### src/design/assert_macros.svh
// Assertion macros shared by the box filter RTL
`ifndef ASSERT_MACROS_SVH
`define ASSERT_MACROS_SVH

// Property checked on every rising clock edge outside reset
`define ASSERT_CLK(lbl, clk, rstn, prop, msg) \
    lbl: assert property (@(posedge clk) disable iff (!rstn) prop) else $error(msg);

// Condition that must never hold outside reset
`define ASSERT_NEVER(lbl, clk, rstn, expr, msg) \
    `ASSERT_CLK(lbl, clk, rstn, !(expr), msg)

`endif

### src/design/bfb_pkg.sv
// Shared types, constants and the reciprocal table of the 3x3 box filter
package bfb_pkg;

    localparam int SAMPLE_W    = 16;
    localparam int COL_SUM_W   = SAMPLE_W + 2;
    localparam int SUM_W       = SAMPLE_W + 4;
    localparam int DIV_W       = 4;
    localparam int RECIP_SHIFT = SUM_W + 4;
    localparam int RECIP_W     = RECIP_SHIFT + 1;
    localparam int PROD_W      = SUM_W + RECIP_W;
    localparam int CFG_W       = 11;
    localparam int POS_W       = 10;
    localparam int APB_ADDR_W  = 3;
    localparam int APB_DATA_W  = 32;
    localparam int OUT_TDATA_W = 40;
    localparam int TDATA_PAD_W = OUT_TDATA_W - SAMPLE_W - 2 * POS_W;

    localparam logic [CFG_W-1:0] CFG_RESET = 11'd1024;

    // Register index taken from the word address
    localparam logic REG_COLS = 1'b0;
    localparam logic REG_ROWS = 1'b1;

    // Item kinds carried on tuser
    localparam logic OP_SAMPLE = 1'b0;
    localparam logic OP_DRAIN  = 1'b1;

    typedef struct packed {
        logic up;
        logic down;
    } rowmask_t;

    // ceil(2^RECIP_SHIFT / n): exact floor division for every numerator below 2^SUM_W
    function automatic logic [RECIP_W-1:0] recip_of(input logic [DIV_W-1:0] n);
        logic [RECIP_W-1:0] r;
        unique case (n)
            4'd1:    r = RECIP_W'(25'd16777216);
            4'd2:    r = RECIP_W'(25'd8388608);
            4'd3:    r = RECIP_W'(25'd5592406);
            4'd4:    r = RECIP_W'(25'd4194304);
            4'd6:    r = RECIP_W'(25'd2796203);
            4'd9:    r = RECIP_W'(25'd1864136);
            default: r = RECIP_W'(25'd16777216);
        endcase
        return r;
    endfunction

endpackage

### src/design/bfb_div.sv
// Mean: multiply the numerator by the reciprocal of the neighbour count and register the product
module bfb_div (
    input  logic                          aclk,
    input  logic                          load_en,
    input  logic [bfb_pkg::SUM_W-1:0]     numer,
    input  logic [bfb_pkg::DIV_W-1:0]     divisor,
    output logic [bfb_pkg::SAMPLE_W-1:0]  quotient
);
    import bfb_pkg::*;

    logic [PROD_W-1:0] prod_reg;
    logic [PROD_W-1:0] prod_next;

    assign prod_next = PROD_W'(numer) * PROD_W'(recip_of(divisor));

    always_ff @(posedge aclk) begin
        if (load_en) begin
            prod_reg <= prod_next;
        end
    end

    assign quotient = prod_reg[RECIP_SHIFT +: SAMPLE_W];

endmodule

### config.mk
export PLATFORM = sky130hd
export DESIGN_NAME = bfb_div
export DESIGN_NICKNAME = d
export VERILOG_FILES = /design/src/design/assert_macros.svh /design/src/design/bfb_pkg.sv /design/src/design/bfb_div.sv
export SDC_FILE = /design/constraint.sdc
export NUM_CORES = 1
export LEC_CHECK = 0
export BUFFER_PORTS_ARGS = -buffer_cell sky130_fd_sc_hd__buf_2
export CAP_MARGIN = 10
export CELL_PAD_IN_SITES_DETAIL_PLACEMENT = 1
export CELL_PAD_IN_SITES_GLOBAL_PLACEMENT = 2
export CORE_ASPECT_RATIO = 1.25
export CORE_MARGIN = 10
export CORE_UTILIZATION = 43
export CTS_BUF_LIST = sky130_fd_sc_hd__clkbuf_16
export CTS_CLUSTER_DIAMETER = 80
export DETAILED_ROUTE_END_ITERATION = 12
export GPL_TIMING_DRIVEN = 0
export PLACE_DENSITY = 0.81
export SYNTH_ARGS = -nofsm -noshare
export SYNTH_HDL_FRONTEND = slang
export SYNTH_SLANG_ARGS = --single-unit
### constraint.sdc
create_clock -name aclk -period 10.8 [get_ports aclk]
set_input_delay 0.54 -clock aclk [delete_from_list [all_inputs] [get_ports aclk]]
set_output_delay 0.54 -clock aclk [all_outputs]
set_load 0.03 [all_outputs]
* After elaboration in Yosys (flattened, before gate mapping)
Cells that the tools add are included.
Cells by class: add/subtract/negate cells 0, multiply operators 1, divide/modulo/power cells 0, order comparisons 0, eq/ne operators 5, shift-type cells 0, mux-type cells 1, bitwise gates (word level) 0, reductions and logical operators 0
Operators by type and width (number):
- $pmux 25 s5 | 1
- $mul 20x25->40 | 1
- $eq 4x2->1 const B | 2
- $eq 4x3->1 const B | 2
- $eq 4x4->1 const B | 1
Word-level totals: bits in registers 40, bits in latches 0, memory bits (writable) 0, memory bits (read-only) 0, input bits 26, output and inout port bits 16, word-level logic and storage cells 8, memories 0

* Logic depth before layout (Yosys ltp)
Gate-level depths: netlist of run 1.
word-level depth 3, mapped depth 29, depth with buffers taken out 27

* Least setup slack after synthesis of run 1
Ideal clock, no wire load.
kind in2reg, start point in divisor[3] (netlist name), end point reg prod_reg[39] (data pin), library setup time 0.260 ns, arrival 7.391 ns, data required time 10.540 ns, slack 3.149 ns, stages 27, path buffers 2, path through nand2b_1 > a21oi_1 > clkbuf_1 > clkbuf_1 > nand2_1 > fa_1 > fa_1 > inv_1 > fa_1 > fa_1 > inv_1 > fa_1 > inv_1 > fa_1 > inv_1 > fa_1 > inv_1 > ha_1 > nand2_1 > o221ai_1 > nor4b_2 > o21ai_1 > nand3b_4 > a211o_2 > a2111o_1 > a31oi_2 > xnor2_1
Between the ends: longest elaborated chain between the ends 3, elaborated cells on any way between the ends 7, those cells by class 1 x mul; 5 x eq/ne; 1 x mux
Ends and longest elaborated chain:
- start, declared | RTL line bfb_div.sv:6 | input logic [bfb_pkg::DIV_W-1:0] divisor,
- $eq 4x4->1, or another cell as far along | RTL line bfb_pkg.sv:36 | unique case (n)
- $pmux 25 s5 * | RTL line bfb_pkg.sv:36
- $mul 20x25->40 * | RTL line bfb_div.sv:14 | assign prod_next = PROD_W'(numer) * PROD_W'(recip_of(divisor));
- named net prod_next[39] | RTL line bfb_div.sv:12 | logic [PROD_W-1:0] prod_next;
- end signal, assigned | RTL line bfb_div.sv:18 | prod_reg <= prod_next;
- end, declared | RTL line bfb_div.sv:11 | logic [PROD_W-1:0] prod_reg;
Mark *: on every way through the listed nets, which the timed path passes. The rest lies on a longest branch. A chain may end at the register's enable or synchronous reset.

* Worst setup path in the final report of run 1
Ends and elaborated chain as after synthesis.

==> flow_summary.ini, run 1 <==
[worst_setup_path]
worstSetupEndpointType = flop
critical_path.most_common_cell = fa_1
worst_path_largest_cell_delay_ns = 0.67
critical_path_arrival_ns = 9.08
cp_max_fo = 10
worst_ep_required_time_ns = 10.77
crit_path_start_kind = input port
critical_path.n_buffers_inverters = 8
cp_slowest_cell = fa_1
timing.critical_path.max_delay_family = adder cells
worstSetupPathType = input port to flop

[floorplanning]
die_area_sq_um = 33780
floorplan.die.height_um = 203.0
die_w_um = 166.4
placement_rows = 66
floorplan.initialDensity_pct = 43.88
top_level_ports = 42
core_sq_um = 26260

[global_route]
grt_first_pass_wirelength_um = 53730
grt_pass1_vias = 9215
all_layer_gr_usage_pct = 20.89
maximum_number_of_pins_on_one_net_before_global_route_repair = 17
antenna_found_initial = 0
grt-ovfl-total = 0

[clock_network]
cts_max_path_buffers = 2
cts_htree_levels = 1
post-cts-setup-buffers = 0
tritoncts = yes
path_clk_slew_ns = 0.05
number_of_gates_resized_after_cts = 0
cts_inserted_buffers = 3
cts_hold_repair.buffers = 0
cts.sinks = 16
cts_root_buffer = clkbuf_16

[pwr]
combPwrFrac_pct = 83.6
power.ir.vdd_worst_uv = 118.3
swShare_pct = 52.39
switchingPower_uw = 643.5
p_clk_share_pct = 5.7
p_int_uw = 584.7
seqPwrFrac_pct = 10.7
power_per_cell_area_nw_per_um2 = 100.3
power.leakage_uw = 0.006861

[placed_design]
placement.setup.worst_slack_ns = 1.306
placed_cell_area_sq_um = 12180
dp_hpwl_um = 32300
place_congestion = 0.9775
place.port_buffers = 39

[min_path]
hp-start = load_en
worst_hold_path.endpoint = prod_reg[38]
hold_path_class = input port to flop
worst_hold_path_cell_count = 1

[synthesis]
yosys.cell_types.count = 45
yosys_warnings = 0
synth_area_in_xor_xnor_pct = 2.356
synth-adder-area-share_pct = 66.63
synth_top_flop_cell = edfxtp_1
postSynthNetCount = 1628
synth_largest_area_cell = fa_1
synth_seq_cells = 16
synth-async-reset-ratio_pct = 0
largest_family_of_logic_cells_by_synthesized_area = adder cells
synthMuxAreaShare_pct = 0.09773
synth_compound_gate_area_share_pct = 4.474
synth_seq_area_share_pct = 4.170
syn_avg_cell_area_sq_um = 9.857
number_of_synthesized_flops_with_an_enable_pin = 16
synth_simple_gate_area_share_pct = 9.176
syn_area_sq_um = 11520
post_synthesis_instance_total = 1169
yosys.area.top_type_share_pct = 52.30
ys_top_cells_by_area = fa_1 52%, ha_1 14%, inv_1 13%, edfxtp_1 4.2%, and2_1 3.5%

[timing]
period_needed_ns = 9.106
rsz0062_at_grt = false
slew_headroom_pct = 18.15
fin_ws_ns = 1.694
timing.final.setup_violations = 0
min_period_over_period_pct = 84.32
timing_worst_slew_pin_value_ns = 1.223
final_sum_of_negative_setup_slack_ns = 0
finalHoldViolCount = 0
slew_viol_final = 0
fmaxAchievable_mhz = 109.8

[cells_and_area]
final_common_cell = inv_1
multiInputGateArea_sq_um = 9543
area_delta_synth_final_pct = 6.320
drive_above_1_share_pct = 5.029
num-fill-cells = 3056
antenna_cells_inserted = 0
largest_register_ffs = 16
mostFrequentLayoutCells = 384 x inv_1, 301 x fa_1, 132 x ha_1
layout_cell_area_excl_fill_sq_um = 12250
register_area_sq_um = 480.5
finish.utilization_pct = 46.65
final_net_count = 1674

[routing]
routed_via_density = 5.003
drt-pass1-iter-count = 4
drc_errors = 0
detail_route.wl_per_cell_um = 22.43
final_antenna_net_count = 0
num_vias = 7769
drt_iter0_markers = 338
finalWirelength_um = 34840

[status]
outcome = finished clean

[job]
drv.max_cap_violation_count = 0
-- synthesized netlist by cell type, drive strengths merged (2+ instances only) --
| master | n |
|---|---|
| a21o | 20 |
| nor2b | 2 |
| nand4 | 5 |
| edfxtp | 16 |
| a21oi | 24 |
| xnor2 | 19 |
| xor2 | 12 |
| nor2 | 11 |
| a211oi | 2 |
| and3 | 5 |
| ha | 132 |
| nor3 | 3 |
| a211o | 2 |
| or2 | 2 |
| inv | 384 |
| a31oi | 4 |
| nand2b | 7 |
| o21bai | 4 |
| o221ai | 2 |
| fa | 301 |
| nand3 | 4 |
| and2 | 64 |
| clkbuf | 18 |
| nand2 | 100 |
| o21ai | 10 |
-- through the flow --
stage | hold slack (ns) | power, uW | instances
global route | 0.7609 | 1384 | 1553
finish | 0.7359 | 1228 | 1553
floorplan | 0.6525 | 873.5 | 1169
CTS | 0.7449 | 1256 | 1553
detailed placement | 0.9972 | 1172 | 1550
global placement | 0.9708 | 1137 | 1548
-- per-layer routing --
layer | GRT usage, % | part of all wire, % | up-vias
met2 | 39.33 | 55 | 154
met5 | 0 | 0 | -
li1 | - | - | 3505
met1 | 23.02 | 37 | 4040
met3 | 1.430 | 2.3 | 70
met4 | 10.77 | 6.4 | 0
-- final cells by class --
cell class              count  area share [%]
plain buffers              18          0.5515
well taps                 340           3.473
repair buffers             41           1.777
flip-flops and latches     16           3.922
inverters                 384           11.77
clock buffers               3          0.6128
multi-input cells         751           77.90
-- logic make-up (layout without fill, tap and decap cells) --
| family | Yosys count | count (layout) |
|---|---|---|
| fa+ha+maj | 433 | 433 |
| buf+inv | 402 | 446 |
| simple gates | 209 | 209 |
| compound gates | 77 | 77 |
| xor+xnor | 31 | 31 |
| flops | 16 | 16 |
| mux | 1 | 1 |
-- power by group through the flow --
stage,Combinational [uW],Clock [uW],Sequential [uW]
6_report,1030,70.1,131
5_1_grt,1180,75.0,134
4_1_cts,1050,72.2,132
3_5_place_dp,1040,0,133
3_3_place_gp,1010,0,131
2_1_floorplan,676,0,197
-- worst max path at each step --
stage / slack, ns / cells after the start / from / end
6_report: 1.69 / 28 / divisor[3] / prod_reg[39]
2_1_floorplan: 3.15 / 27 / divisor[3] / prod_reg[39]
5_1_grt: 1.31 / 28 / divisor[3] / prod_reg[39]
4_1_cts: 1.55 / 28 / divisor[3] / prod_reg[39]
3_3_place_gp: 1.42 / 28 / divisor[3] / prod_reg[39]
3_5_place_dp: 1.31 / 28 / divisor[3] / prod_reg[39]
(Power assumes the default switching activity.)
==> run 2: changes to the inputs <==
==> constraint.sdc (replaced) <==
create_clock -name aclk -period 8.5 [get_ports aclk]
set_input_delay 0.425 -clock aclk [delete_from_list [all_inputs] [get_ports aclk]]
set_output_delay 0.425 -clock aclk [all_outputs]
set_load 0.03 [all_outputs]
==> flow_summary.ini, run 2 (synthesized netlist as in run 1, its figures left out) <==
[clock_network]
path_clk_slew_ns = 0.05
cts_max_path_buffers = 2
cts_inserted_buffers = 3
tritoncts = yes
post-cts-setup-buffers = 0
cts_htree_levels = 1
cts_hold_repair.buffers = 0
cts_root_buffer = clkbuf_16
cts.sinks = 16

[status]
outcome = finished clean

[global_route]
grt_pass1_vias = 9217
maximum_number_of_pins_on_one_net_before_global_route_repair = 20
grt_first_pass_wirelength_um = 53640
grt-ovfl-total = 0
antenna_found_initial = 0
all_layer_gr_usage_pct = 20.84

[floorplanning]
placement_rows = 66
floorplan.die.height_um = 203.0
core_sq_um = 26260
floorplan.initialDensity_pct = 43.88
top_level_ports = 42
die_area_sq_um = 33780
die_w_um = 166.4

[routing]
num_vias = 7754
detail_route.wl_per_cell_um = 22.36
drt_iter0_markers = 382
drc_errors = 0
final_antenna_net_count = 0
drt-pass1-iter-count = 4
routed_via_density = 4.996
finalWirelength_um = 34700

[timing]
min_period_over_period_pct = 96.10
finalHoldViolCount = 0
fmaxAchievable_mhz = 122.4
timing.final.setup_violations = 0
period_needed_ns = 8.168
slew_headroom_pct = 43.75
fin_ws_ns = 0.3318
timing_worst_slew_pin_value_ns = 0.8437
hold_ws_ns = 0.6209
slew_viol_final = 0
rsz0062_at_grt = false

[cells_and_area]
multiInputGateArea_sq_um = 9550
drive_above_1_share_pct = 5.858
register_area_sq_um = 480.5
area_delta_synth_final_pct = 6.505
instances_no_fill = 1552
largest_register_ffs = 16
final_common_cell = inv_1
num-fill-cells = 3056
finish.utilization_pct = 46.73
mostFrequentLayoutCells = 384 x inv_1, 301 x fa_1, 132 x ha_1
antenna_cells_inserted = 0
final_net_count = 1673

[worst_setup_path]
cp_slowest_cell = fa_1
critical_path.most_common_cell = fa_1
critical_path.n_buffers_inverters = 8
worst_ep_required_time_ns = 8.47
cp_max_fo = 10
crit_path_start_kind = input port
worstSetupEndpointType = flop
critical_path_arrival_ns = 8.14
timing.critical_path.max_delay_family = adder cells
worst_path_largest_cell_delay_ns = 0.65
worstSetupPathType = input port to flop

[pwr]
power.leakage_uw = 0.006888
switchingPower_uw = 817.7
power_per_cell_area_nw_per_um2 = 127.2
power.ir.vdd_worst_uv = 150.3
combPwrFrac_pct = 83.6
total_power_uw = 1561
seqPwrFrac_pct = 10.7
p_clk_share_pct = 5.7
p_int_uw = 743.5
swShare_pct = 52.37

[placed_design]
dp_hpwl_um = 32300
place.port_buffers = 39
placement.setup.worst_slack_ns = -0.8792
place_congestion = 0.9775
cell_count_after_placement = 1550

[job]
drv.max_cap_violation_count = 0

[min_path]
hold_path_class = input port to flop
[run 2: cell type report]
class                      instances  area share (%)
clock buffer                       3          0.6117
buffer                            17          0.6627
timing repair buffer              41           1.774
sequential                        16           3.915
tap                              340           3.467
multi-input combinational        751           77.82
inverter                         384           11.75
[run 2: path summary, 6_finish.rpt]
path                  startpoint            to  depth (start not counted)
worst max-delay path  divisor[0]  prod_reg[39]                         28
worst min-delay path     load_en  prod_reg[38]                          1
[run 2: power by group through the flow]
stage / combinational, uW / clock (uW) / sequential, uW
4_1_cts: 1340 / 91.7 / 168
3_5_place_dp: 1320 / 0 / 169
3_3_place_gp: 1280 / 0 / 167
5_1_grt: 1490 / 95.3 / 170
6_report: 1310 / 89.1 / 167
2_1_floorplan: 859 / 0 / 251
[run 2: per-stage QoR]
step | area, sq um | TNS, ns
after floorplan | 11520 | 0
after global placement | 12140 | -4.486
after detailed placement | 12180 | -6.180
after CTS | 12250 | 0
after global routing | 12270 | 0
final | 12270 | 0
[run 2: what timing repair did]
action / CTS / global route
pin swaps: 0 / 1
resized for setup: 5 / 17
setup endpoints to repair: 10 / 5
[run 2: layer usage]
metal	vias to the layer above	track usage (%)	share of wire (%)
li1	3500	-	-
met1	4035	22.93	37
met2	148	39.08	54
met3	71	1.469	2.6
met4	0	11.09	6.5
met5	-	0	0
==> run 3: changes to the inputs <==
--- a/config.mk
+++ b/config.mk
@@ -10,7 +10,7 @@
 export CELL_PAD_IN_SITES_DETAIL_PLACEMENT = 1
 export CELL_PAD_IN_SITES_GLOBAL_PLACEMENT = 2
 export CORE_ASPECT_RATIO = 1.25
-export CORE_MARGIN = 10
+export CORE_MARGIN = 3
 export CORE_UTILIZATION = 43
 export CTS_BUF_LIST = sky130_fd_sc_hd__clkbuf_16
 export CTS_CLUSTER_DIAMETER = 80
==> flow_summary.ini, run 3 (synthesized netlist as in run 1, its figures left out) <==
[clock_network]
tritoncts = yes
cts_root_buffer = clkbuf_16
path_clk_slew_ns = 0.05
cts.sinks = 16
cts_hold_repair.buffers = 0
cts_max_path_buffers = 2
cts_htree_levels = 1
post-cts-setup-buffers = 0
cts_inserted_buffers = 3

[timing]
slew_headroom_pct = 44.35
final_sum_of_negative_setup_slack_ns = 0
min_period_over_period_pct = 95.51
timing.final.setup_violations = 0
slew_viol_final = 0
fmaxAchievable_mhz = 123.2
period_needed_ns = 8.119
timing_worst_slew_pin_value_ns = 0.8347
rsz0062_at_grt = false
finalHoldViolCount = 0

[pwr]
power_per_cell_area_nw_per_um2 = 125.9
power.ir.vdd_worst_uv = 151.7
power.leakage_uw = 0.006903

[global_route]
all_layer_gr_usage_pct = 24.68
grt-ovfl-total = 0
grt_first_pass_wirelength_um = 53750
antenna_found_initial = 1
maximum_number_of_pins_on_one_net_before_global_route_repair = 20
grt_pass1_vias = 9190

[floorplanning]
placement_rows = 66
die_w_um = 152.4
top_level_ports = 42
floorplan.initialDensity_pct = 44.02
floorplan.die.height_um = 189.0
die_area_sq_um = 28810
core_sq_um = 26180

[routing]
drt_iter0_markers = 285
drc_errors = 0
detail_route.wl_per_cell_um = 22.02
drt-pass1-iter-count = 4
finalWirelength_um = 34180
num_vias = 7776
routed_via_density = 5.010
final_antenna_net_count = 0

[job]
drv.max_cap_violation_count = 0

[min_path]
hp-start = load_en
hold_path_class = input port to flop

[worst_setup_path]
worst_ep_required_time_ns = 8.48
cp_max_fo = 10
critical_path.startpoint = divisor[2]
crit_path_start_kind = input port
critical_path_arrival_ns = 8.10
worstSetupPathType = input port to flop
worstSetupEndpointType = flop

[cells_and_area]
mostFrequentLayoutCells = 384 x inv_1, 301 x fa_1, 132 x ha_1
final_net_count = 1673
register_area_sq_um = 480.5
drive_above_1_share_pct = 5.941
area_delta_synth_final_pct = 6.613
antenna_cells_inserted = 0
num-fill-cells = 2976
largest_register_ffs = 16
multiInputGateArea_sq_um = 9563
final_common_cell = inv_1
instances_no_fill = 1552

[placed_design]
dp_hpwl_um = 31510
place.port_buffers = 39
place_congestion = 0.9687
cell_count_after_placement = 1550

[status]
outcome = finished clean
## run 3: critical path: stages
cell and delay [ns]:
buf_2 0.13, nand2b_1 0.22, mux2_2 0.30, nor2_2 0.60, clkbuf_2 0.50, nand2_1 0.14
fa_1 0.60, fa_1 0.51, fa_1 0.52, inv_1 0.06, fa_1 0.50, fa_1 0.57
fa_1 0.43, fa_1 0.44, ha_1 0.33, nand2_1 0.12, nor3_1 0.10, a31oi_1 0.18
o21ai_1 0.13, nand3b_4 0.21, a211o_2 0.38, a2111o_1 0.41, a31oi_2 0.18, xnor2_1 0.08
## run 3: final cells by class
| class | count | area share, % |
|---|---|---|
| inverters | 384 | 11.73 |
| flip-flops and latches | 16 | 3.911 |
| plain buffers | 17 | 0.6620 |
| clock buffers | 3 | 0.6111 |
| well taps | 340 | 3.463 |
| multi-input cells | 751 | 77.85 |
| repair buffers | 41 | 1.772 |
## run 3: what timing repair did
| action | CTS | global route |
|---|---|---|
| hold endpoints to repair | 0 | 0 |
| resized for setup | 5 | 19 |
| cloned | 0 | 0 |
| setup endpoints to repair | 9 | 7 |
## run 3: report_power, final
group	switching, uW	total [uW]	internal (uW)
sequential	7.23	166	159
clock	27.4	89.0	61.6
combinational	770	1290	522
total	804	1550	742
## run 3: final timing paths
kind	endpoint	slack, ns	cells after the start
min	prod_reg[38]	0.62	1
max	prod_reg[39]	0.38	24
## run 3: per-layer routing
metal | GRT usage (%) | wire length, um | vias up
li1 | - | - | 3487
met1 | 28.85 | 12520 | 4071
met2 | 47.78 | 19240 | 157
met3 | 1.372 | 906 | 61
met4 | 8.776 | 1513 | 0
met5 | 0 | 0 | -
## run 3: metrics by stage
step | hold WS (ns) | instance area [sq um] | total power, uW | utilization (%) | setup WS, ns
5_1_grt | 0.6530 | 12280 | 1748 | 46.93 | 0.01917
4_1_cts | 0.6215 | 12250 | 1580 | 46.81 | 0.05968
6_report | 0.6187 | 12280 | 1547 | 46.93 | 0.3814
3_5_place_dp | 0.8798 | 12180 | 1476 | 46.51 | -0.7789
2_1_floorplan | 0.5375 | 11520 | 1110 | - | 0.9637
3_3_place_gp | 0.8575 | 12140 | 1438 | 46.39 | -0.6942
