**config.mk**
```make
export PLATFORM = sky130hd
export DESIGN_NAME = bfb_win_cell
export DESIGN_NICKNAME = d
export VERILOG_FILES = /design/src/design/assert_macros.svh /design/src/design/bfb_pkg.sv /design/src/design/bfb_win_cell.sv
export SDC_FILE = /design/constraint.sdc
export NUM_CORES = 1
export LEC_CHECK = 0
export BUFFER_PORTS_ARGS = -buffer_cell sky130_fd_sc_hd__buf_4
export CORE_MARGIN = 1
export CORE_UTILIZATION = 46
export DETAILED_ROUTE_END_ITERATION = 7
export PLACE_DENSITY = 0.77
export SYNTH_ARGS = -nofsm -noshare
export SYNTH_HDL_FRONTEND = slang
export SYNTH_SLANG_ARGS = --single-unit
```
**constraint.sdc**
```tcl
create_clock -name aclk -period 5.45 [get_ports aclk]
set_clock_uncertainty 0.1 [all_clocks]
set_input_delay 1.09 -clock aclk [delete_from_list [all_inputs] [get_ports aclk]]
set_output_delay 1.09 -clock aclk [all_outputs]
set_load 0.02 [all_outputs]
```
**src/design/assert_macros.svh**
```systemverilog
// Assertion macros shared by the box filter RTL
`ifndef ASSERT_MACROS_SVH
`define ASSERT_MACROS_SVH

// Property checked on every rising clock edge outside reset
`define ASSERT_CLK(lbl, clk, rstn, prop, msg) \
    lbl: assert property (@(posedge clk) disable iff (!rstn) prop) else $error(msg);

// Condition that must never hold outside reset
`define ASSERT_NEVER(lbl, clk, rstn, expr, msg) \
    `ASSERT_CLK(lbl, clk, rstn, !(expr), msg)

`endif

```
**src/design/bfb_pkg.sv**
```systemverilog
// Shared types, constants and the reciprocal table of the 3x3 box filter
package bfb_pkg;

    localparam int SAMPLE_W    = 16;
    localparam int COL_SUM_W   = SAMPLE_W + 2;
    localparam int SUM_W       = SAMPLE_W + 4;
    localparam int DIV_W       = 4;
    localparam int RECIP_SHIFT = SUM_W + 4;
    localparam int RECIP_W     = RECIP_SHIFT + 1;
    localparam int PROD_W      = SUM_W + RECIP_W;
    localparam int CFG_W       = 11;
    localparam int POS_W       = 10;
    localparam int APB_ADDR_W  = 3;
    localparam int APB_DATA_W  = 32;
    localparam int OUT_TDATA_W = 40;
    localparam int TDATA_PAD_W = OUT_TDATA_W - SAMPLE_W - 2 * POS_W;

    localparam logic [CFG_W-1:0] CFG_RESET = 11'd1024;

    // Register index taken from the word address
    localparam logic REG_COLS = 1'b0;
    localparam logic REG_ROWS = 1'b1;

    // Item kinds carried on tuser
    localparam logic OP_SAMPLE = 1'b0;
    localparam logic OP_DRAIN  = 1'b1;

    typedef struct packed {
        logic up;
        logic down;
    } rowmask_t;

    // ceil(2^RECIP_SHIFT / n): exact floor division for every numerator below 2^SUM_W
    function automatic logic [RECIP_W-1:0] recip_of(input logic [DIV_W-1:0] n);
        logic [RECIP_W-1:0] r;
        unique case (n)
            4'd1:    r = RECIP_W'(25'd16777216);
            4'd2:    r = RECIP_W'(25'd8388608);
            4'd3:    r = RECIP_W'(25'd5592406);
            4'd4:    r = RECIP_W'(25'd4194304);
            4'd6:    r = RECIP_W'(25'd2796203);
            4'd9:    r = RECIP_W'(25'd1864136);
            default: r = RECIP_W'(25'd16777216);
        endcase
        return r;
    endfunction

endpackage

```
**src/design/bfb_win_cell.sv**
```systemverilog
// One column of the 3x3 window: three samples and their masked column sum
module bfb_win_cell (
    input  logic                           aclk,
    input  logic                           shift_en,
    input  logic [bfb_pkg::SAMPLE_W-1:0]   top_in,
    input  logic [bfb_pkg::SAMPLE_W-1:0]   mid_in,
    input  logic [bfb_pkg::SAMPLE_W-1:0]   bot_in,
    input  bfb_pkg::rowmask_t              rowmask,
    output logic [bfb_pkg::SAMPLE_W-1:0]   top_q,
    output logic [bfb_pkg::SAMPLE_W-1:0]   mid_q,
    output logic [bfb_pkg::SAMPLE_W-1:0]   bot_q,
    output logic [bfb_pkg::COL_SUM_W-1:0]  col_sum
);
    import bfb_pkg::*;

    logic [SAMPLE_W-1:0] top_reg;
    logic [SAMPLE_W-1:0] mid_reg;
    logic [SAMPLE_W-1:0] bot_reg;

    always_ff @(posedge aclk) begin
        if (shift_en) begin
            top_reg <= top_in;
            mid_reg <= mid_in;
            bot_reg <= bot_in;
        end
    end

    assign top_q = top_reg;
    assign mid_q = mid_reg;
    assign bot_q = bot_reg;

    // Drop rows that fall outside the frame
    assign col_sum = (rowmask.up ? COL_SUM_W'(top_reg) : '0)
                   + COL_SUM_W'(mid_reg)
                   + (rowmask.down ? COL_SUM_W'(bot_reg) : '0);

endmodule

```
==> Word-level counts from Yosys, hierarchy flattened <==
Cells that the tools add are included.
{ "totals": {"word_cells": 7, "out_inout_bits": 66, "input_bits": 52, "register_bits": 48} }
{ "op_classes": {"n_mux": 2, "addsub": 2} }
{ "op_table": {"columns": ["cell", "count"], "rows": [
  ["16-bit 2-to-1 mux", 2],
  ["17-bit by 16-bit adder with 18-bit output", 1],
  ["16-bit by 16-bit adder with 17-bit output", 1]
]} }

==> Longest topological paths before layout <==
Gate-level depths: netlist of run 1.
{ "depth": {"word_depth": 3, "ltp_mapped": 11} }

==> Worst setup path after synthesis of run 1 <==
Ideal clock, no wire load.
{ "synth_path": {"kind": "input -> output", "startpoint": "input port rowmask[1] (netlist bit)", "endpoint": "output port col_sum[13] (netlist bit)", "t_required_ns": 4.260, "path_stages": 11, "t_arrival_ns": 3.899, "slack_ns": 0.361, "path_cell_list": "clkbuf_1 -> nand2_1 -> fa_1 -> inv_1 -> ha_1 -> fa_1 -> a21o_1 -> a311o_2 -> a2111oi_2 -> nor2_1 -> xor2_1"} }
{ "synth_between": {"elab_chain_cells": 3} }
{ "synth_lines": {"columns": ["element", "line_no", "text"], "rows": [
  ["from (decl)", "bfb_win_cell.sv:8", "input bfb_pkg::rowmask_t rowmask,"],
  ["16-bit 2-to-1 mux", "bfb_win_cell.sv:33", "assign col_sum = (rowmask.up ? COL_SUM_W'(top_reg) : '0)"],
  ["16-bit by 16-bit adder with 17-bit output", "bfb_win_cell.sv:34", "+ COL_SUM_W'(mid_reg)"],
  ["17-bit by 16-bit adder with 18-bit output", "bfb_win_cell.sv:35", "+ (rowmask.down ? COL_SUM_W'(bot_reg) : '0);"],
  ["to (decl)", "bfb_win_cell.sv:12", "output logic [bfb_pkg::COL_SUM_W-1:0] col_sum"]
]} }
No other way between the ends.

==> Worst setup path in the final report of run 1 <==
Ends and elaborated chain as after synthesis.

==> results.py, run 1 <==
metrics = {
    "yosys": {
        "yosysTopAreaCell": "edfxtp_1",
        "yosysWarningCount": 0,
        "synth-edff-count": 48,
        "syn_inst": 217,
        "ys_types": 43,
        "syn-num-nets": 301,
        "synth_top_cell_area_share_pct": 51.0,
        "ys.flop_type": "edfxtp_1",
        "ys_top_cells_by_area": "edfxtp_1, fa_1, ha_1",
        "synth-seq-cells": 48,
        "async_flop_share_pct": 0,
        "syn-mean-instance-area_um2": 13.0,
        "syn_area_um2": 2830,
        "ys_seq_area_share_pct": 51.0,
    },
    "sta": {
        "rsz0062_at_grt": "no",
        "worst_pin_slew_ps": 607,
        "slew_violations": 0,
        "finalWorstPathRequiredPeriod_ps": 5140,
        "fmax_ghz": 0.195,
        "setup_viol": 0,
        "setup-tns-final_ps": 0,
        "finalHoldViolCount": 0,
        "min_period_over_period_pct": 94.3,
        "slew_headroom_pct": 59.5,
    },
    "power_and_ir_drop": {
        "ir_worst_vdd_uv": 178,
        "p_leak_uw": 0.00175,
        "pwr_density_cell_nw_per_um2": 338,
    },
    "clock_network": {
        "cts_tree": "built",
        "cts.clk_slew.worst_paths_ps": 90,
        "cts_max_level": 2,
        "cts.sinks": 48,
        "clockRootBuffer": "clkbuf_8",
        "cts_setup_buffers": 0,
        "cts_resized": 0,
        "clockBufferDepth": 2,
        "postCtsHoldBufs": 0,
        "cts_buffers": 5,
    },
    "cells_and_area": {
        "mostFrequentLayoutCell": "buf_4",
        "design_area_um2": 3890,
        "drive_gt1_share_pct": 38.9,
        "diodes": 0,
        "area_growth_pct": 37.7,
        "mostFrequentLayoutCells": "buf_4, edfxtp_1, and2_1, a21oi_1, fa_1",
        "nets": 422,
    },
    "drt": {
        "wirelength_mm": 6.04,
        "vias": 2108,
        "wl_per_cell_um": 14.6,
        "dr.pass1.iters": 4,
        "remaining_drc_errors": 0,
        "vias_per_cell": 5.09,
        "dr.first_iter.drc_count": 91,
        "drtAntennaViolNets": 0,
    },
    "critical_path": {
        "worstPathMaxFanout": 16,
        "cp.arrival_ps": 3950,
        "crit_chain": "buf_4, nand2_1, fa_1, inv_1, ha_1, fa_1, a21o_1, a311o_2, a2111oi_2, nor2_1, xor2_1, buf_4",
        "cp.required_ps": 4260,
        "cp_slowest_stage_delay_ps": 500,
        "path_depth": 12,
        "cp-start-kind": "input pin",
        "cp-end-kind": "primary output",
        "crit_type": "in2out",
        "cp_slowest_cell": "fa_1",
        "critPathBufInv": 3,
        "cp_top_family": "adder cells",
        "startpoint": "rowmask[1]",
        "critPathCapture": "col_sum[13]",
    },
    "die": {
        "coreArea_um2": 5920,
        "num_io_pins": 118,
        "start_util_pct": 47.8,
        "die_height_um": 80.4,
        "dieWidth_um": 80.4,
        "num_rows": 28,
        "dieArea_um2": 6460,
    },
    "hold_path": {
        "hp-class": "in2reg",
    },
    "outcome": {
        "status": "finished, final reports clean",
    },
    "global_routing": {
        "grt_overflow": 0,
        "grt_pass1_wl_mm": 9.14,
        "grt_usage_pct": 18.9,
        "antenna_found_initial": 0,
        "grt_max_degree": 49,
        "grt_pass1_vias": 2021,
    },
    "placement": {
        "portBuffers": 117,
        "gp_congestion": 0.839,
        "placed_area_um2": 3790,
        "dp.final_hpwl_mm": 4.81,
    },
    "job": {
        "cap_violations": 0,
    },
}
layout make-up:
cell class | count | area [um2]
Multi-Input combinational cell | 155 | 1330
Fill cell | 447 | 2030
Inverter | 11 | 41.3
Clock inverter | 2 | 35.0
Clock buffer | 6 | 72.6
Sequential cell | 48 | 1440
Tap cell | 75 | 93.8
Timing Repair Buffer | 117 | 878
synthesized netlist by cell type (2+ instances only):
| library cell | n |
|---|---|
| o21ai_0 | 5 |
| a2111oi_2 | 2 |
| and2_1 | 26 |
| ha_1 | 15 |
| edfxtp_1 | 48 |
| nor2_1 | 9 |
| a21oi_1 | 17 |
| xnor2_1 | 6 |
| a21o_1 | 5 |
| nand2_1 | 12 |
| fa_1 | 17 |
| and3_1 | 2 |
| a311oi_1 | 2 |
| nand3_1 | 4 |
| nor2b_1 | 2 |
| mux2i_1 | 3 |
| inv_1 | 11 |
| clkbuf_1 | 2 |
| nor3b_1 | 3 |
| xor2_1 | 3 |
kinds of logic (layout without fill, tap and decap cells):
group,count (synthesis),count (layout),share of synthesized area (%)
simple gates,64,64,12.5
buf+inv,14,136,1.90
fa+ha+maj,32,32,18.7
flops,48,48,51.0
mux,4,4,1.59
compound gates,46,46,11.5
xor+xnor,9,9,2.79
where the power goes:
part / leakage (uW) / switching (uW) / internal [uW] / total [uW]
logic: 0.00122 / 340 / 268 / 608
registers: 0.000470 / 16.8 / 440 / 456
clock network: 0.0000552 / 115 / 136 / 251
total: 0.00175 / 471 / 844 / 1320
state kept, by name, indices dropped and copies added, names as in the netlist:
name	cells
mid_q	16
top_q	16
bot_q	16
layer usage:
layer | vias up | GRT usage [%] | share of wire [%]
met4 | 0 | 6.61 | 1.7
met5 | - | 0 | 0
li1 | 1040 | - | -
met2 | 71 | 32.2 | 51
met3 | 9 | 3.75 | 5.7
met1 | 988 | 23.7 | 42
worst min path at each step:
stage,start,end,cells past startpoint,slack (ps)
5_1_grt,mid_in[2],mid_q[2],1,850
6_report,bot_in[7],bot_q[7],1,860
4_1_cts,top_in[2],top_q[2],1,850
3_5_place_dp,bot_in[11],bot_q[11],1,1170
3_3_place_gp,top_in[9],top_q[9],1,1170
2_1_floorplan,bot_in[0],bot_q[0],0,1090
per-stage QoR:
| stage | cells | power (uW) | utilization, % | setup slack, ps | hold slack (ps) |
|---|---|---|---|---|---|
| 4_1_cts | 414 | 1330 | 65.8 | 293 | 854 |
| 5_1_grt | 414 | 1390 | 65.8 | 96.0 | 848 |
| 2_1_floorplan | 217 | 846 | - | 361 | 1090 |
| 6_report | 414 | 1320 | 65.8 | 311 | 863 |
| 3_5_place_dp | 406 | 1080 | 64.0 | 294 | 1170 |
| 3_3_place_gp | 406 | 1070 | 64.0 | 318 | 1170 |
Power figures use the tool's default switching activity.
==> run 2, diff against run 1 <==
CORE_UTILIZATION = 40   (was 46)
HOLD_SLACK_MARGIN = 0.08   (was default)
PLACE_DENSITY = 0.69   (was 0.77)
clock period = 6.1 ns   (was 5.45 ns; I/O delays follow)
==> run 2 against run 1 <==
Net effect: global-route usage decreased by 1.2 points; clock power fell by 14%; critical path type unchanged; largest power group unchanged; non-clock buffer count unchanged.
==> results.py, run 2 (synthesis results as in run 1) <==
metrics = {
    "outcome": {
        "status": "finished, final reports clean",
    },
    "sta": {
        "setup-tns-final_ps": 0,
        "worst_pin_slew_ps": 608,
        "hold_ws_ps": 996,
        "fmax_ghz": 0.184,
        "finalHoldViolCount": 0,
        "min_period_over_period_pct": 88.9,
        "rsz0062_at_grt": "no",
        "finalWorstPathRequiredPeriod_ps": 5420,
        "setup_viol": 0,
        "slew_violations": 0,
        "layout_setup_ws_ps": 677,
        "slew_headroom_pct": 59.5,
    },
    "drt": {
        "wl_per_cell_um": 14.5,
        "vias": 2133,
        "drtAntennaViolNets": 0,
        "remaining_drc_errors": 0,
        "dr.first_iter.drc_count": 40,
        "dr.pass1.iters": 4,
        "vias_per_cell": 4.90,
        "wirelength_mm": 6.31,
    },
    "cells_and_area": {
        "area_growth_pct": 38.6,
        "mostFrequentLayoutCells": "buf_4, edfxtp_1, and2_1, a21oi_1, fa_1",
        "mostFrequentLayoutCell": "buf_4",
        "diodes": 0,
        "fill_cells": 567,
        "design_area_um2": 3920,
        "nets": 422,
        "drive_gt1_share_pct": 38.6,
    },
    "critical_path": {
        "cp.required_ps": 4780,
        "cp.arrival_ps": 4100,
        "worstPathMaxFanout": 16,
        "crit_type": "in2out",
        "cp_slowest_cell": "fa_1",
        "crit_chain": "buf_4, nand2_1, fa_1, inv_1, ha_1, fa_1, a21o_1, a311o_2, a2111oi_2, nor2_1, xor2_1, buf_4",
        "cp-end-kind": "primary output",
        "cp_slowest_stage_delay_ps": 510,
        "cp-start-kind": "input pin",
    },
    "die": {
        "coreArea_um2": 6790,
        "dieWidth_um": 86.1,
        "start_util_pct": 41.6,
        "num_io_pins": 118,
        "die_height_um": 86.1,
        "dieArea_um2": 7410,
        "num_rows": 30,
    },
    "hold_path": {
        "whs_path_depth": 1,
        "hp-class": "in2reg",
    },
    "clock_network": {
        "cts_max_level": 2,
        "cts.sinks": 48,
        "clockBufferDepth": 2,
        "cts_resized": 0,
        "cts_tree": "built",
        "postCtsHoldBufs": 0,
        "clockRootBuffer": "clkbuf_8",
        "cts_setup_buffers": 0,
        "cts.clk_slew.worst_paths_ps": 80,
        "cts_buffers": 5,
    },
    "power_and_ir_drop": {
        "ir_worst_vdd_uv": 157,
        "p_leak_uw": 0.00175,
        "p_total_uw": 1170,
        "pwr_density_cell_nw_per_um2": 299,
    },
    "placement": {
        "dp.final_hpwl_mm": 5.07,
        "portBuffers": 117,
        "placed_area_um2": 3810,
        "dpl_worst_slack_ps": 651,
        "gp_congestion": 0.820,
    },
    "global_routing": {
        "grt_pass1_vias": 2121,
        "grt_max_degree": 49,
        "grt_usage_pct": 17.6,
        "grt_overflow": 0,
        "grt_pass1_wl_mm": 10.0,
        "antenna_found_initial": 0,
    },
    "job": {
        "cap_violations": 0,
    },
}
run 2: per-stage QoR:
stage	utilization, %	cells
floorplan	-	217
global placement	56.1	427
detailed placement	56.1	427
CTS	57.7	435
global route	57.7	435
finish	57.7	435
run 2: path summary, 6_finish.rpt:
kind | slack, ps | to | from
worst max-delay path | 680 | col_sum[13] | rowmask[1]
worst min-delay path | 1000 | bot_q[3] | bot_in[3]
run 2: area by class of cell:
class	instances	area, um2	area share [%]
multi-input cells	155	1330	34.0
clock buffers	5	68.8	1.76
inverters	11	41.3	1.05
well taps	96	120	3.06
flip-flops and latches	48	1440	36.8
clock inverters	3	37.5	0.958
repair buffers	117	878	22.4
run 2: where the power goes:
part,switching [uW],internal (uW),total [uW]
registers,16.0,393,409
clock network,98.1,119,217
logic,306,241,546
total,420,753,1170
run 2: layer usage:
metal | GRT usage [%] | routed length (um) | up-vias
li1 | - | - | 1034
met1 | 22.3 | 2670 | 1028
met2 | 29.9 | 3160 | 63
met3 | 4.33 | 396 | 8
met4 | 5.61 | 89 | 0
met5 | 0 | 0 | -
run 2: worst max-delay path, delay by kind of cell:
family	cells	cell delay, ps
adder cells (fa/ha/maj)	3	1150
buffers and inverters	3	380
XOR/XNOR	1	150
AO/OA/AOI/OAI	3	950
AND/OR/NAND/NOR	2	240
==> run 3, diff against run 2 <==
MAX_ROUTING_LAYER = met4   (was default)
clock period = 6 ns   (was 6.1 ns; I/O delays follow)
==> run 3 against run 2 <==
Net effect: design area stayed put; clock power rose by 2%; sequential share of layout area did not move; utilization is the same; global-route usage is 0.37 points higher; highest routed layer unchanged; critical path depth stayed put; sequential power rose by 2%; sequential cell count unchanged; worst hold slack got worse by 21 ps.
==> results.py, run 3 (synthesis results as in run 1) <==
metrics = {
    "critical_path": {
        "critPathBufInv": 3,
        "crit_chain": "buf_4, nand2_1, fa_1, inv_1, ha_1, fa_1, a21o_1, a311o_2, a2111oi_2, nor2_1, xor2_1, buf_4",
        "cp-end-kind": "primary output",
        "cp.required_ps": 4700,
        "cp_slowest_cell": "fa_1",
        "cp_top_family": "adder cells",
        "cp-start-kind": "input pin",
        "worstPathMaxFanout": 16,
        "crit_type": "in2out",
        "cp_slowest_stage_delay_ps": 510,
        "cp.arrival_ps": 4080,
    },
    "drt": {
        "wirelength_mm": 6.28,
        "vias": 2105,
        "dr.pass1.iters": 4,
        "dr.first_iter.drc_count": 76,
        "wl_per_cell_um": 14.4,
        "remaining_drc_errors": 0,
        "drtAntennaViolNets": 0,
        "vias_per_cell": 4.84,
    },
    "sta": {
        "finalWorstPathRequiredPeriod_ps": 5380,
        "finalHoldViolCount": 0,
        "worst_pin_slew_ps": 603,
        "slew_headroom_pct": 59.8,
        "rsz0062_at_grt": "no",
        "min_period_over_period_pct": 89.7,
        "fmax_ghz": 0.186,
        "slew_violations": 0,
        "setup-tns-final_ps": 0,
        "setup_viol": 0,
    },
    "clock_network": {
        "postCtsHoldBufs": 0,
        "cts_max_level": 2,
        "cts.clk_slew.worst_paths_ps": 80,
        "clockBufferDepth": 2,
        "cts_resized": 0,
        "cts.sinks": 48,
        "cts_buffers": 5,
        "cts_tree": "built",
        "cts_setup_buffers": 0,
        "clockRootBuffer": "clkbuf_8",
    },
    "global_routing": {
        "grt_max_degree": 49,
        "grt_pass1_vias": 2085,
        "grt_overflow": 0,
        "grt_pass1_wl_mm": 9.93,
        "grt_usage_pct": 18.0,
        "antenna_found_initial": 0,
    },
    "power_and_ir_drop": {
        "p_sw_uw": 427,
        "p_leak_uw": 0.00175,
        "ir_worst_vdd_uv": 166,
        "sw_frac_of_total_pct": 35.8,
        "combPwrFrac_pct": 46.6,
        "p_total_uw": 1190,
        "power_frac_clock_pct": 18.5,
        "seq_power_share_pct": 34.9,
        "internal_power_uw": 765,
        "pwr_density_cell_nw_per_um2": 304,
    },
    "job": {
        "cap_violations": 0,
    },
    "cells_and_area": {
        "design_area_um2": 3920,
        "diodes": 0,
        "area_growth_pct": 38.6,
        "nets": 422,
        "mostFrequentLayoutCell": "buf_4",
        "drive_gt1_share_pct": 38.6,
        "mostFrequentLayoutCells": "buf_4, edfxtp_1, and2_1, a21oi_1, fa_1",
        "fill_cells": 564,
    },
    "die": {
        "start_util_pct": 41.6,
        "num_io_pins": 118,
        "die_height_um": 86.1,
        "dieWidth_um": 86.1,
        "coreArea_um2": 6790,
        "num_rows": 30,
        "dieArea_um2": 7410,
    },
    "hold_path": {
        "hp-class": "in2reg",
        "hold_start": "mid_in[2]",
        "whs_path_depth": 1,
        "holdPathEnd": "mid_q[2]",
    },
    "placement": {
        "dp.final_hpwl_mm": 5.07,
        "gp_congestion": 0.833,
        "portBuffers": 117,
        "placed_area_um2": 3810,
    },
    "outcome": {
        "status": "finished, final reports clean",
    },
}
-- run 3: cell counts in the layout (fill, tap and decap cells not counted) --
No cell type changed its count.
-- run 3: per-stage QoR --
step | hold WS, ps | setup WS, ps | util, % | std cells
global route | 955 | 455 | 57.7 | 435
finish | 975 | 618 | 57.7 | 435
detailed placement | 1280 | 595 | 56.1 | 427
floorplan | 1200 | 691 | - | 217
CTS | 965 | 596 | 57.7 | 435
global placement | 1280 | 666 | 56.1 | 427
-- run 3: layer usage --
| metal | global-route usage [%] | share of wire [%] |
|---|---|---|
| met1 | 23.1 | 44 |
| met2 | 28.9 | 49 |
| met3 | 3.75 | 5.2 |
| met4 | 5.45 | 1.5 |
| met5 | - | 0 |
-- run 3: area by class of cell --
type | count | area, um2 | area share (%)
Sequential cell | 48 | 1440 | 36.8
Timing Repair Buffer | 117 | 878 | 22.4
Tap cell | 96 | 120 | 3.06
Inverter | 11 | 41.3 | 1.05
Multi-Input combinational cell | 155 | 1330 | 34.0
Clock buffer | 5 | 68.8 | 1.76
Clock inverter | 3 | 37.5 | 0.958
-- run 3: worst max-delay path by stage --
stage                from          end  slack [ps]  depth (start not counted)
2_1_floorplan  rowmask[1]  col_sum[13]         690                         11
3_3_place_gp   rowmask[1]  col_sum[13]         670                         12
3_5_place_dp   rowmask[1]  col_sum[13]         590                         12
4_1_cts        rowmask[1]  col_sum[13]         600                         12
5_1_grt        rowmask[1]  col_sum[11]         450                         12
6_report       rowmask[1]  col_sum[13]         620                         12
-- run 3: power by group through the flow --
stage / clock network [uW] / logic [uW] / registers (uW)
after CTS: 227 / 560 / 416
after detailed placement: 0 / 557 / 424
after floorplan: 0 / 315 / 454
final: 221 / 556 / 416
after global placement: 0 / 552 / 424
after global routing: 240 / 605 / 419
